`src/rtl/perm_enum_pkg.sv`:
```
// Shared types, constants and helpers for the permutation enumerator.
// Used by perm_enum_ctrl, perm_enum_dpath and permutation_enumerator_top.
package perm_enum_pkg;

   localparam int MAX_LEN = 6;
   localparam int SLOTS   = 6;
   localparam int POS_W   = 3;
   localparam int LEN_W   = 3;
   localparam int VAL_W   = 8;
   localparam int IDX_W   = 3;
   localparam int TDATA_W = SLOTS * VAL_W;

   typedef logic [POS_W-1:0] pos_type;
   typedef logic [LEN_W-1:0] len_type;
   typedef logic [VAL_W-1:0] val_type;
   typedef logic [IDX_W-1:0] idx_type;

   // Register indexes of the configuration port
   localparam idx_type CSR_LENGTH  = 3'd0;
   localparam idx_type CSR_VALUE_A = 3'd1;
   localparam idx_type CSR_VALUE_B = 3'd2;
   localparam idx_type CSR_VALUE_C = 3'd3;
   localparam idx_type CSR_VALUE_D = 3'd4;
   localparam idx_type CSR_VALUE_E = 3'd5;
   localparam idx_type CSR_VALUE_F = 3'd6;

   typedef enum logic [3:0] {
      ST_IDLE    = 4'b0001,
      ST_DECIDE  = 4'b0010,
      ST_REVERSE = 4'b0100,
      ST_RESULT  = 4'b1000
   } state_type;

   typedef struct packed {
      logic accept;    // capture request
      logic decide;    // restart check, pivot search and swap
      logic reverse;   // reverse the tail behind the pivot
      logic load_rsp;  // load the output register
   } cmd_type;

   typedef struct packed {
      logic need_reverse;
   } status_type;

   // Length as used: zero acts as one, above MAX_LEN acts as MAX_LEN
   function automatic len_type eff_len(input len_type len);
      len_type n;
      n = len;
      if (n == '0) n = len_type'(1);
      if (n > len_type'(MAX_LEN)) n = len_type'(MAX_LEN);
      return n;
   endfunction

   // Position to value slot, wrapping codes past the last slot
   function automatic pos_type slot_of(input pos_type p);
      pos_type s;
      s = p;
      if (p >= pos_type'(SLOTS)) s = p - pos_type'(SLOTS);
      return s;
   endfunction

endpackage

```
`src/rtl/perm_enum_ctrl.sv`:
```
// Sequencer for the permutation enumerator: steps one request through
// decide, reverse when needed, and result, and owns the response valid flag. Uses perm_enum_pkg.
module perm_enum_ctrl (
   input  logic                     clock,
   input  logic                     reset,
   input  logic                     req_tvalid,
   output logic                     req_tready,
   output logic                     rsp_tvalid,
   input  logic                     rsp_tready,
   output perm_enum_pkg::cmd_type    cmd,
   input  perm_enum_pkg::status_type status
);
   import perm_enum_pkg::*;

   state_type state_ff, state_in;
   logic      rsp_valid_ff, rsp_valid_in;
   logic      out_free;

   assign out_free   = !rsp_valid_ff || rsp_tready;
   assign req_tready = (state_ff == ST_IDLE) && !reset;
   assign rsp_tvalid = rsp_valid_ff;

   always_comb begin
      state_in     = state_ff;
      cmd          = '0;
      rsp_valid_in = rsp_valid_ff && !rsp_tready;
      case (state_ff)
         ST_IDLE: begin
            if (req_tvalid) begin
               cmd.accept = 1'b1;
               state_in   = ST_DECIDE;
            end
         end
         ST_DECIDE: begin
            cmd.decide = 1'b1;
            state_in   = status.need_reverse ? ST_REVERSE : ST_RESULT;
         end
         ST_REVERSE: begin
            cmd.reverse = 1'b1;
            state_in    = ST_RESULT;
         end
         ST_RESULT: begin
            // hold until the output register is free
            if (out_free) begin
               cmd.load_rsp = 1'b1;
               rsp_valid_in = 1'b1;
               state_in     = ST_IDLE;
            end
         end
         default: state_in = ST_IDLE;
      endcase
   end

   always_ff @(posedge clock) begin
      if (reset) begin
         state_ff     <= ST_IDLE;
         rsp_valid_ff <= 1'b0;
      end else begin
         state_ff     <= state_in;
         rsp_valid_ff <= rsp_valid_in;
      end
   end

endmodule

```
`src/rtl/perm_enum_dpath.sv`:
```
// Datapath of the permutation enumerator: configuration registers, position
// sequence, next-permutation step and output register. Uses perm_enum_pkg.
module perm_enum_dpath (
   input  logic                       clock,
   input  logic                       reset,
   input  logic                       csr_we,
   input  perm_enum_pkg::idx_type      csr_index,
   input  perm_enum_pkg::val_type      csr_wdata,
   input  logic                       restart,
   input  perm_enum_pkg::cmd_type      cmd,
   output perm_enum_pkg::status_type   status,
   output logic [perm_enum_pkg::TDATA_W-1:0] rsp_data,
   output logic                       rsp_last
);
   import perm_enum_pkg::*;

   len_type length_ff;
   val_type value_ff [SLOTS];
   pos_type stack_ff [SLOTS];
   pos_type stack_in [SLOTS];
   pos_type lo_ff, lo_in;
   logic    started_ff, started_in;
   logic    restart_ff;
   logic [TDATA_W-1:0] data_ff, data_in;
   logic    last_ff, last_in;

   len_type          n;
   logic [SLOTS-1:0] held, full;
   logic             load_id, found;
   pos_type          piv, swp;
   logic [POS_W:0]   src_sum;

   assign n = eff_len(length_ff);

   // configuration registers
   always_ff @(posedge clock) begin
      if (reset) begin
         length_ff <= len_type'(1);
         for (int k = 0; k < SLOTS; k++) value_ff[k] <= '0;
      end else if (csr_we) begin
         if (csr_index == CSR_LENGTH) begin
            length_ff <= csr_wdata[LEN_W-1:0];
         end else if (csr_index >= CSR_VALUE_A && csr_index <= CSR_VALUE_F) begin
            value_ff[csr_index - CSR_VALUE_A] <= csr_wdata;
         end
      end
   end

   // decide: restart check, pivot and successor search
   always_comb begin
      held  = '0;
      full  = '0;
      found = 1'b0;
      piv   = '0;
      swp   = '0;
      for (int k = 0; k < SLOTS; k++) begin
         if (len_type'(k) < n) begin
            full[k] = 1'b1;
            if (stack_ff[k] < pos_type'(n)) held[stack_ff[k]] = 1'b1;
         end
      end
      load_id = restart_ff || !started_ff || (held != full);
      for (int k = 0; k < SLOTS - 1; k++) begin
         if (len_type'(k + 1) < n && stack_ff[k] < stack_ff[k+1]) begin
            found = 1'b1;
            piv   = pos_type'(k);
         end
      end
      for (int k = 0; k < SLOTS; k++) begin
         if (len_type'(k) < n && stack_ff[k] > stack_ff[piv]) swp = pos_type'(k);
      end
   end

   assign status.need_reverse = !load_id && found;

   always_comb begin
      stack_in   = stack_ff;
      lo_in      = lo_ff;
      started_in = started_ff;
      src_sum    = '0;
      if (cmd.decide) begin
         started_in = 1'b1;
         if (load_id || !found) begin
            for (int k = 0; k < SLOTS; k++) stack_in[k] = pos_type'(k);
         end else begin
            stack_in[piv] = stack_ff[swp];
            stack_in[swp] = stack_ff[piv];
            lo_in         = piv + pos_type'(1);
         end
      end else if (cmd.reverse) begin
         for (int k = 0; k < SLOTS; k++) begin
            if (pos_type'(k) >= lo_ff && len_type'(k) < n) begin
               src_sum     = {1'b0, lo_ff} + {1'b0, n} - (POS_W+1)'(k + 1);
               stack_in[k] = stack_ff[src_sum[POS_W-1:0]];
            end
         end
      end
   end

   // result: map positions to values, flag the fully descending order
   always_comb begin
      data_in = data_ff;
      last_in = last_ff;
      if (cmd.load_rsp) begin
         last_in = 1'b1;
         for (int k = 0; k < SLOTS; k++) begin
            if (len_type'(k) < n) data_in[k*VAL_W +: VAL_W] = value_ff[slot_of(stack_ff[k])];
            else data_in[k*VAL_W +: VAL_W] = '0;
         end
         for (int k = 0; k < SLOTS - 1; k++) begin
            if (len_type'(k + 1) < n && stack_ff[k] < stack_ff[k+1]) last_in = 1'b0;
         end
      end
   end

   always_ff @(posedge clock) begin
      if (reset) begin
         for (int k = 0; k < SLOTS; k++) stack_ff[k] <= pos_type'(k);
         started_ff <= 1'b0;
      end else begin
         stack_ff   <= stack_in;
         started_ff <= started_in;
      end
   end

   always_ff @(posedge clock) begin
      if (cmd.accept) restart_ff <= restart;
      lo_ff   <= lo_in;
      data_ff <= data_in;
      last_ff <= last_in;
   end

   assign rsp_data = data_ff;
   assign rsp_last = last_ff;

endmodule

```
`src/rtl/permutation_enumerator_top.sv`:
```
// Permutation enumerator: one request returns the next ordering of the
// configured values in lexicographic order of positions.
// A request passes through decide, reverse when the tail needs it, and result before the response is registered.
// No new request is taken until the sequencer is back in idle, and result waits for a free output register.
// A finished response may wait in the output register while the next request runs.
// Reset (synchronous, active high): length 1, values 0, identity sequence, not started.
module permutation_enumerator_top (
   input  logic                              clock,
   input  logic                              reset,
   input  logic                              req_tvalid,
   output logic                              req_tready,
   input  logic [7:0]                        req_tdata,   // [0] restart, [7:1] zero
   output logic                              rsp_tvalid,
   input  logic                              rsp_tready,
   output logic [perm_enum_pkg::TDATA_W-1:0] rsp_tdata,   // out_a, out_b, ... out_f, 8 bits each
   output logic                              rsp_tlast,
   input  logic                              csr_we,
   input  perm_enum_pkg::idx_type            csr_index,
   input  perm_enum_pkg::val_type            csr_wdata
);
   import perm_enum_pkg::*;

   cmd_type    cmd;
   status_type status;

   perm_enum_ctrl u_ctrl (
      .clock      (clock),
      .reset      (reset),
      .req_tvalid (req_tvalid),
      .req_tready (req_tready),
      .rsp_tvalid (rsp_tvalid),
      .rsp_tready (rsp_tready),
      .cmd        (cmd),
      .status     (status)
   );

   perm_enum_dpath u_dpath (
      .clock     (clock),
      .reset     (reset),
      .csr_we    (csr_we),
      .csr_index (csr_index),
      .csr_wdata (csr_wdata),
      .restart   (req_tdata[0]),
      .cmd       (cmd),
      .status    (status),
      .rsp_data  (rsp_tdata),
      .rsp_last  (rsp_tlast)
   );

endmodule

```
`config.mk`:
```
export PLATFORM = sky130hd
export DESIGN_NAME = permutation_enumerator_top
export DESIGN_NICKNAME = d
export VERILOG_FILES = /design/src/rtl/perm_enum_pkg.sv /design/src/rtl/perm_enum_ctrl.sv /design/src/rtl/perm_enum_dpath.sv /design/src/rtl/permutation_enumerator_top.sv
export SDC_FILE = /design/constraint.sdc
export NUM_CORES = 1
export LEC_CHECK = 0
export ABC_CLOCK_PERIOD_IN_PS = 5900
export BUFFER_PORTS_ARGS = -buffer_cell sky130_fd_sc_hd__buf_2
export CORE_MARGIN = 3
export CORE_UTILIZATION = 55
export DETAILED_ROUTE_END_ITERATION = 10
export MAX_ROUTING_LAYER = met4
export PLACE_DENSITY_LB_ADDON = 0.05
export SYNTH_ARGS = -nofsm -noshare
export SYNTH_HDL_FRONTEND = slang
export SYNTH_SLANG_ARGS = --single-unit
```
`constraint.sdc`:
```
create_clock -name clock -period 5.9 [get_ports clock]
set_input_delay 0.885 -clock clock [delete_from_list [all_inputs] [get_ports clock]]
set_output_delay 0.885 -clock clock [all_outputs]
set_load 0.02 [all_outputs]
```
## Word-level counts from Yosys, hierarchy flattened

Memories as Yosys holds them, arrays and structs flattened. A register that Yosys moved wholly into a read port is not among the register bits.
Cells that the tools add are included.
Widths: inputs -> output; s select.

| word-level totals | value |
|---|---|
| flip-flop bits (word level) | 32 |
| memory bits (writable) | 48 |
| input port bits | 24 |
| output and inout bits | 51 |
| word-level logic and storage cells | 299 |
| memories kept | 1 |

| cells by class | value |
|---|---|
| add/subtract/negate cells | 15 |
| magnitude comparators | 59 |
| eq/ne operators | 7 |
| multiplexer cells | 126 |
| bitwise gates (word level) | 14 |
| reduce and logical (&&, ||, !) cells | 64 |

Memories:

| name | words | width | read ports | clocked after Yosys merged registers in | wr ports | line | RTL |
|---|---|---|---|---|---|---|---|
| u_dpath.value_ff | 6 | 8 | 6 | 6 | 6 | perm_enum_dpath.sv:18 | `val_type value_ff [SLOTS];` |

Operator list:

| kind | number |
|---|---|
| $mux 3 | 48 |
| $bmux 3 s3 | 8 |
| $mux 6 | 12 |
| $mux 18 | 3 |
| $bwmux 18 | 2 |
| $mux 1 | 36 |
| $lt 3x3->1 | 11 |
| $ge 4x4->1 const B | 8 |
| $not 3->4 | 8 |
| $or 6x6->6 | 5 |
| $logic_and 1x1->1 | 28 |
| $sub 3x3->3 const B | 9 |
| $lt 3x4->1 const B | 6 |
| $ge 3x1->1 const B | 7 |
| $demux 1 s3 | 6 |
| $demux 3 s3 | 2 |
| $ge 3x3->1 const B | 6 |
| $reduce_and 2->1 | 9 |
| $pmux 4 s4 | 1 |
| $gt 3x3->1 | 5 |
| $reduce_bool 2->1 | 7 |
| $logic_not 1->1 | 12 |
| $mux 4 | 3 |
| $lt 4x1->1 const B | 2 |
| 26 further kinds | 41 |

## Longest topological paths before layout

| logic depth | value |
|---|---|
| word-level depth | 29 |
| mapped depth | 22 |
| depth with buffers taken out | 19 |

## Hierarchy

From an unflattened synthesis, not the netlist that was laid out.

| unflattened totals | value |
|---|---|
| cells, all modules | 1038 |
| area total of the unflattened synthesis | 11230.8 um2 |

By module, submodules not included:

| module | times used | cells each | area each (um2) | sequential area each (um2) |
|---|---|---|---|---|
| perm_enum_dpath | 1 | 1014 | 10986.8 | 3953.8 |
| perm_enum_ctrl | 1 | 24 | 244.0 | 100.1 |

## Worst setup path after synthesis

No wires, ideal clock.

| timing path | value |
|---|---|
| path type | flip-flop to flip-flop |
| start | register u_dpath.stack_ff[8] (netlist bit) |
| end | register u_dpath.stack_ff[12] (netlist bit) |
| library setup time | 120 ps |
| data arrival time | 4986 ps |
| required time | 5780 ps |
| setup slack | 794 ps |
| cell stages (with the launch flop) | 21 |
| buffers on the path | 2 |
| period minus slack after synthesis | 5106 ps |
| cells stage by stage | dfxtp_1 > clkbuf_1 > buf_1 > inv_1 > ha_1 > and2_1 > a221oi_1 > nor3_1 > o21ai_0 > o221ai_1 > mux2_2 > ha_1 > nor2b_1 > o21a_1 > o21ai_1 > nand2_1 > nor4b_1 > nor2_1 > nand2b_1 > a31oi_1 > a211o_1 |

| between the ends | value |
|---|---|
| word-level cells in the longest chain between the ends | 24 |
| elaborated cells on any way between the ends | 66 |
| those cells by class | 14 x order compare; 1 x eq/ne; 33 x mux; 5 x bitwise; 13 x reduce/logical |

Ends and longest elaborated chain:

| element | line | RTL |
|---|---|---|
| start: declaration | perm_enum_dpath.sv:19 | `pos_type stack_ff [SLOTS];` |
| start signal: assignment | perm_enum_dpath.sv:121 | `stack_ff <= stack_in;` |
| $lt 3x3->1 | perm_enum_dpath.sv:64 | `if (len_type'(k + 1) < n && stack_ff[k] < stack_ff[k+1]) begin` |
| $logic_and 1x1->1 | perm_enum_dpath.sv:64 |  |
| $mux 2 (2 in series) | perm_enum_dpath.sv:64 |  |
| $mux 3 | perm_enum_dpath.sv:64 |  |
| $not 3->4 | - |  |
| $bmux 3 s3 | - |  |
| $mux 3 (not written as such) (2 in series) | perm_enum_dpath.sv:70, perm_enum_dpath.sv:87 |  |
| $gt 3x3->1 | perm_enum_dpath.sv:70 | `if (len_type'(k) < n && stack_ff[k] > stack_ff[piv]) swp = pos_type'(k);` |
| [... 6 more ...] | - |  |
| $not 3->4 (not written as such) | perm_enum_dpath.sv:86, perm_enum_dpath.sv:87 |  |
| $ge 4x4->1 (not written as such), or another cell as far along | perm_enum_dpath.sv:87 | `stack_in[swp] = stack_ff[piv];` |
| $logic_and 1x1->1 (not written as such) or $mux 3 (tied branches) | perm_enum_dpath.sv:87, perm_enum_dpath.sv:86 |  |
| $mux 3 (on tied branches) | perm_enum_dpath.sv:87, perm_enum_dpath.sv:86 |  |
| $demux 3 s3 or $bwmux 18 (tied branches) | perm_enum_dpath.sv:87, perm_enum_dpath.sv:86 |  |
| $bwmux 18 | perm_enum_dpath.sv:87 |  |
| $mux 18 * | perm_enum_dpath.sv:83 | `if (load_id \|\| !found) begin` |
| $mux 18 * | perm_enum_dpath.sv:81 | `if (cmd.decide) begin` |

Mark *: on every way between the ends. The rest lies on a longest branch, timed or not. The select of a mux whose other input is x is not followed.
A chain may end at the register's enable or synchronous reset.

## Final worst setup path

| timing path | value |
|---|---|
| start | register u_dpath.stack_ff[4] (netlist bit) |
| end | register u_dpath.stack_ff[4] (netlist bit) |

| between the ends | value |
|---|---|
| word-level cells in the longest chain between the ends | 23 |
| elaborated cells on any way between the ends | 66 |
| those cells by class | 14 x order compare; 1 x eq/ne; 34 x mux; 4 x bitwise; 13 x reduce/logical |

Ends and longest elaborated chain:

| element | line |
|---|---|
| $lt 3x3->1 | perm_enum_dpath.sv:64 |
| $logic_and 1x1->1 | perm_enum_dpath.sv:64 |
| $mux 2 | perm_enum_dpath.sv:64 |
| $mux 3 | perm_enum_dpath.sv:64 |
| $not 3->4 | - |
| $bmux 3 s3 | - |
| $mux 3 (not written as such) (2 in series) | perm_enum_dpath.sv:70, perm_enum_dpath.sv:87 |
| $gt 3x3->1 | perm_enum_dpath.sv:70 |
| [... 6 more ...] | - |
| $not 3->4 (not written as such) | perm_enum_dpath.sv:86, perm_enum_dpath.sv:87 |
| $ge 4x4->1 (not written as such), or another cell as far along | perm_enum_dpath.sv:87 |
| $logic_and 1x1->1 (not written as such) or $mux 3 (tied branches) | perm_enum_dpath.sv:87, perm_enum_dpath.sv:86 |
| $mux 3 (on tied branches) | perm_enum_dpath.sv:87, perm_enum_dpath.sv:86 |
| $demux 3 s3 or $bwmux 18 (tied branches) | perm_enum_dpath.sv:87, perm_enum_dpath.sv:86 |
| $bwmux 18 | perm_enum_dpath.sv:87 |
| $mux 18 | perm_enum_dpath.sv:83 |
| $mux 18 * | perm_enum_dpath.sv:81 |

Marked as above.

==> out/qor.txt <==
number of buffers added on ports -> 67
total power draw -> 2.53 mW
RSZ-0062 raised after global routing -> false
met1 track utilization from global routing -> 45.8%
drt initial violations -> 1204
critical path data required time -> 6.24 ns
Placement Cell Area -> 11400 um2
EDFF count, synth -> 101
worst hold path startpoint -> u_dpath.started_ff$_SDFFE_PP0P_
post-detailed-route via-to-cell ratio -> 6.89
cell type contributing the most total cell area after synthesis -> sky130_fd_sc_hd__edfxtp_1
maximum clock insertion buffer count -> 2
portion of the clock cycle consumed by the worst path in the final layout -> 91.5%
async set-reset flop share out of synthesis -> 0%
fmax -> 185 MHz
Post-CTS Setup Bufs -> 0
Total Die Area -> 21400 um2
number of buffers inserted during clock tree synthesis -> 17
via count of the first global-routing pass -> 8583
synth unique cells -> 82
total congestion overflow -> 0
setup_tns -> 0 ns
Post-Syn Area per Cell -> 10.3 um2
Synth warnings -> 0
kind of path behind the tightest hold check -> reg -> reg
clock insertion delay at the later pin of the skew report -> 0.43 ns
result of the run -> finished clean
critical path type -> reg -> reg
wire length of the first global-routing pass -> 51.9 mm
Final ANT Viol Nets -> 0
die span in x -> 146 um
main flop type after synthesis -> sky130_fd_sc_hd__edfxtp_1
global-route usage over all layers -> 32.6%
Crit path max-delay family -> compound AO/OA/AOI/OAI gates
TritonCTS clock tree -> built
iteration count of the initial detailed-routing pass -> 6
Detailed Place HPWL -> 23.2 mm
worst path buffer plus inverter count -> 1
cell-by-cell trace of the critical path -> inv_1 > ha_1 > or3b_2 > a211oi_1 > or3_1 > o221ai_1 > mux2_2 > ha_1 > nor2b_1 > o21a_1 > o21ai_1 > o311ai_0 > a221oi_1 > nor2_1 > a22oi_1 > a21oi_1 > a211oi_1
I/O pin count -> 75
initial core utilization -> 56.9%
drt wl/cell -> 25.4 um
met3 Resource Use GR -> 8.66%
Slowest cell on crit path -> sky130_fd_sc_hd__a221oi_1
Final Worst Setup Slack -> 0.504 ns
slew margin rel. -> 24.8%
nets in the synthesized netlist -> 1120
synthesized flop and latch total -> 128
worst clock skew -> 0.0153 ns
Critical Path Source -> u_dpath.stack_ff[4]$_SDFFE_PP0P_
Post-Route WL -> 34.5 mm
total DRC errors in the routed layout -> 0
cell chosen for the clock root -> sky130_fd_sc_hd__clkbuf_16
met2 Resource Use GR -> 46.1%
type of element launching the critical path -> flop
setup-violating endpoint count in the final report -> 0
area overhead of the layout relative to synthesis -> 11.0%
pin count of the biggest net entering global routing -> 50
synth top area cells -> sky130_fd_sc_hd__edfxtp_1 28%, sky130_fd_sc_hd__mux4_2 15%, sky130_fd_sc_hd__mux2i_1 13%
CP max FO -> 11
Synth top area share -> 28.0%
transition at the pin with the smallest max-transition slack -> 1.12 ns
data arrival time of the critical path -> 5.73 ns
H-tree Lvls -> 4
Max-Cap Viols -> 0
cell row count -> 50
# nets final -> 1154
Max Slew Vio Count -> 0
Std-Cell Core Area -> 19000 um2
fraction of layout cells with a size suffix above 1 -> 22.4%
Clock Sinks -> 128
share of the yosys chip area belonging to registers -> 33.0%
clock-pin slew reported for the worst setup and hold paths after clock tree synthesis -> 0.06 ns
Routability Congestion -> 0.970
Static Leakage -> 4.40 nW
Gate Count Post-Synth -> 1048
capturing element type of the critical path -> flop
largest stage delay on the critical path -> 0.52 ns
launch instance of the worst register-to-register path -> u_dpath.stack_ff[4]$_SDFFE_PP0P_
hold-fix buffer count after cts -> 0
worst IR drop on VDD -> 0.000239 V
Cell Area, Synth -> 10800 um2
total of cells resized after clock tree synthesis -> 0
Die Height -> 146 um
Final Instance Area -> 12000 um2
initial antenna violation count -> 1
total number of vias -> 9342
placement-stage worst setup slack -> 0.769 ns
Final Hold Violating Endpoints -> 0
PD cells -> 211 nW/um2
global route hottest layer -> met2
min Tclk post-route -> 5.40 ns
## power breakdown
group | switching, mW | leakage (nW) | total, mW | internal [mW]
combinational | 0.219 | 2.95 | 0.394 | 0.175
sequential | 0.0617 | 1.16 | 1.06 | 1.00
clock | 0.446 | 0.280 | 1.07 | 0.627
## metal layers
| metal | share of wire (%) | vias to the layer above |
|---|---|---|
| met5 | 0 | - |
| met3 | 12 | 146 |
| met1 | 41 | 4519 |
| met4 | 4.1 | 0 |
| met2 | 42 | 605 |
| li1 | - | 4072 |
## layout make-up
| cell class | count | area [um2] |
|---|---|---|
| timing repair buffer | 101 | 591 |
| sequential | 128 | 3580 |
| antenna | 1 | 2.50 |
| fill | 1594 | 7020 |
| multi-input combinational | 785 | 6740 |
| tap | 260 | 325 |
| clock inverter | 15 | 160 |
| clock buffer | 17 | 425 |
| inverter | 49 | 184 |
## cells in the mapped netlist (13+ instances only)
| cell | count |
|---|---|
| sky130_fd_sc_hd__ha_1 | 47 |
| sky130_fd_sc_hd__nand3_1 | 14 |
| sky130_fd_sc_hd__a211oi_1 | 13 |
| sky130_fd_sc_hd__nor3_1 | 14 |
| sky130_fd_sc_hd__o21a_1 | 13 |
| sky130_fd_sc_hd__inv_1 | 45 |
| sky130_fd_sc_hd__mux2i_1 | 137 |
| sky130_fd_sc_hd__nor2_1 | 106 |
| sky130_fd_sc_hd__a31oi_1 | 14 |
| sky130_fd_sc_hd__a21oi_1 | 44 |
| sky130_fd_sc_hd__o21ai_0 | 41 |
| sky130_fd_sc_hd__buf_1 | 15 |
| sky130_fd_sc_hd__dfxtp_1 | 27 |
| sky130_fd_sc_hd__nand2_1 | 86 |
| sky130_fd_sc_hd__mux4_2 | 74 |
| sky130_fd_sc_hd__clkbuf_1 | 65 |
| sky130_fd_sc_hd__edfxtp_1 | 101 |
## placed cells by master, fill, tap and decap left out, types with 14 or more instances in the layout
| cell type | count |
|---|---|
| sky130_fd_sc_hd__clkbuf_16 | 17 |
| sky130_fd_sc_hd__dfxtp_1 | 23 |
| sky130_fd_sc_hd__ha_1 | 47 |
| sky130_fd_sc_hd__o21ai_0 | 40 |
| sky130_fd_sc_hd__a21oi_1 | 44 |
| sky130_fd_sc_hd__nand3_1 | 14 |
| sky130_fd_sc_hd__buf_2 | 67 |
| sky130_fd_sc_hd__buf_4 | 34 |
| sky130_fd_sc_hd__mux2i_1 | 137 |
| sky130_fd_sc_hd__inv_1 | 45 |
| sky130_fd_sc_hd__a31oi_1 | 14 |
| sky130_fd_sc_hd__nor2_1 | 106 |
| sky130_fd_sc_hd__edfxtp_1 | 101 |
| sky130_fd_sc_hd__nand2_1 | 86 |
| sky130_fd_sc_hd__mux4_2 | 74 |
| sky130_fd_sc_hd__nor3_1 | 14 |
## kinds of logic after synthesis
group                      after synthesis  synth area share [%]
AOI/OAI and AO/OA                      208                  13.4
DFF                                    128                  33.0
and+or+nand+nor                        303                  13.7
muxes                                  215                  28.5
adders and majority gates               48                  5.62
xor gates and xnor gates                11                 0.891
buffers and inverters                  135                  4.82
## registers in the layout, indices dropped and copies added (netlist names)
signal              cells
u_dpath.restart_ff      1
u_dpath.started_ff      1
u_dpath.length_ff       3
u_ctrl.rsp_tvalid       1
u_dpath.rsp_last        1
u_dpath.value_ff       48
u_dpath.rsp_data       48
u_dpath.stack_ff       18
u_ctrl.state_ff         4
u_dpath.lo_ff           3
## final timing paths
check,cells after the start,to,slack [ns]
hold reg to reg,2,u_dpath.started_ff$_SDFFE_PP0P_,0.46
setup reg to reg,17,u_dpath.stack_ff[4]$_SDFFE_PP0P_,0.50
setup / recovery,17,u_dpath.stack_ff[4]$_SDFFE_PP0P_,0.50
hold / removal,2,u_dpath.started_ff$_SDFFE_PP0P_,0.46
## tightest hold or removal path, cell delays in order, from the launching register on
cell and delay [ns]:
sky130_fd_sc_hd__dfxtp_1 0.32, sky130_fd_sc_hd__nor2_1 0.04, sky130_fd_sc_hd__nor2_1 0.07
## per-stage QoR
stage	utilization [%]	cells	hold WS [ns]
after floorplan	-	1048	0.432
after global placement	60.0	1323	0.443
after detailed placement	60.0	1323	0.453
after CTS	63.1	1355	0.467
after global routing	63.1	1356	0.485
final	63.1	1356	0.464
Power figures use the tool's default switching activity.
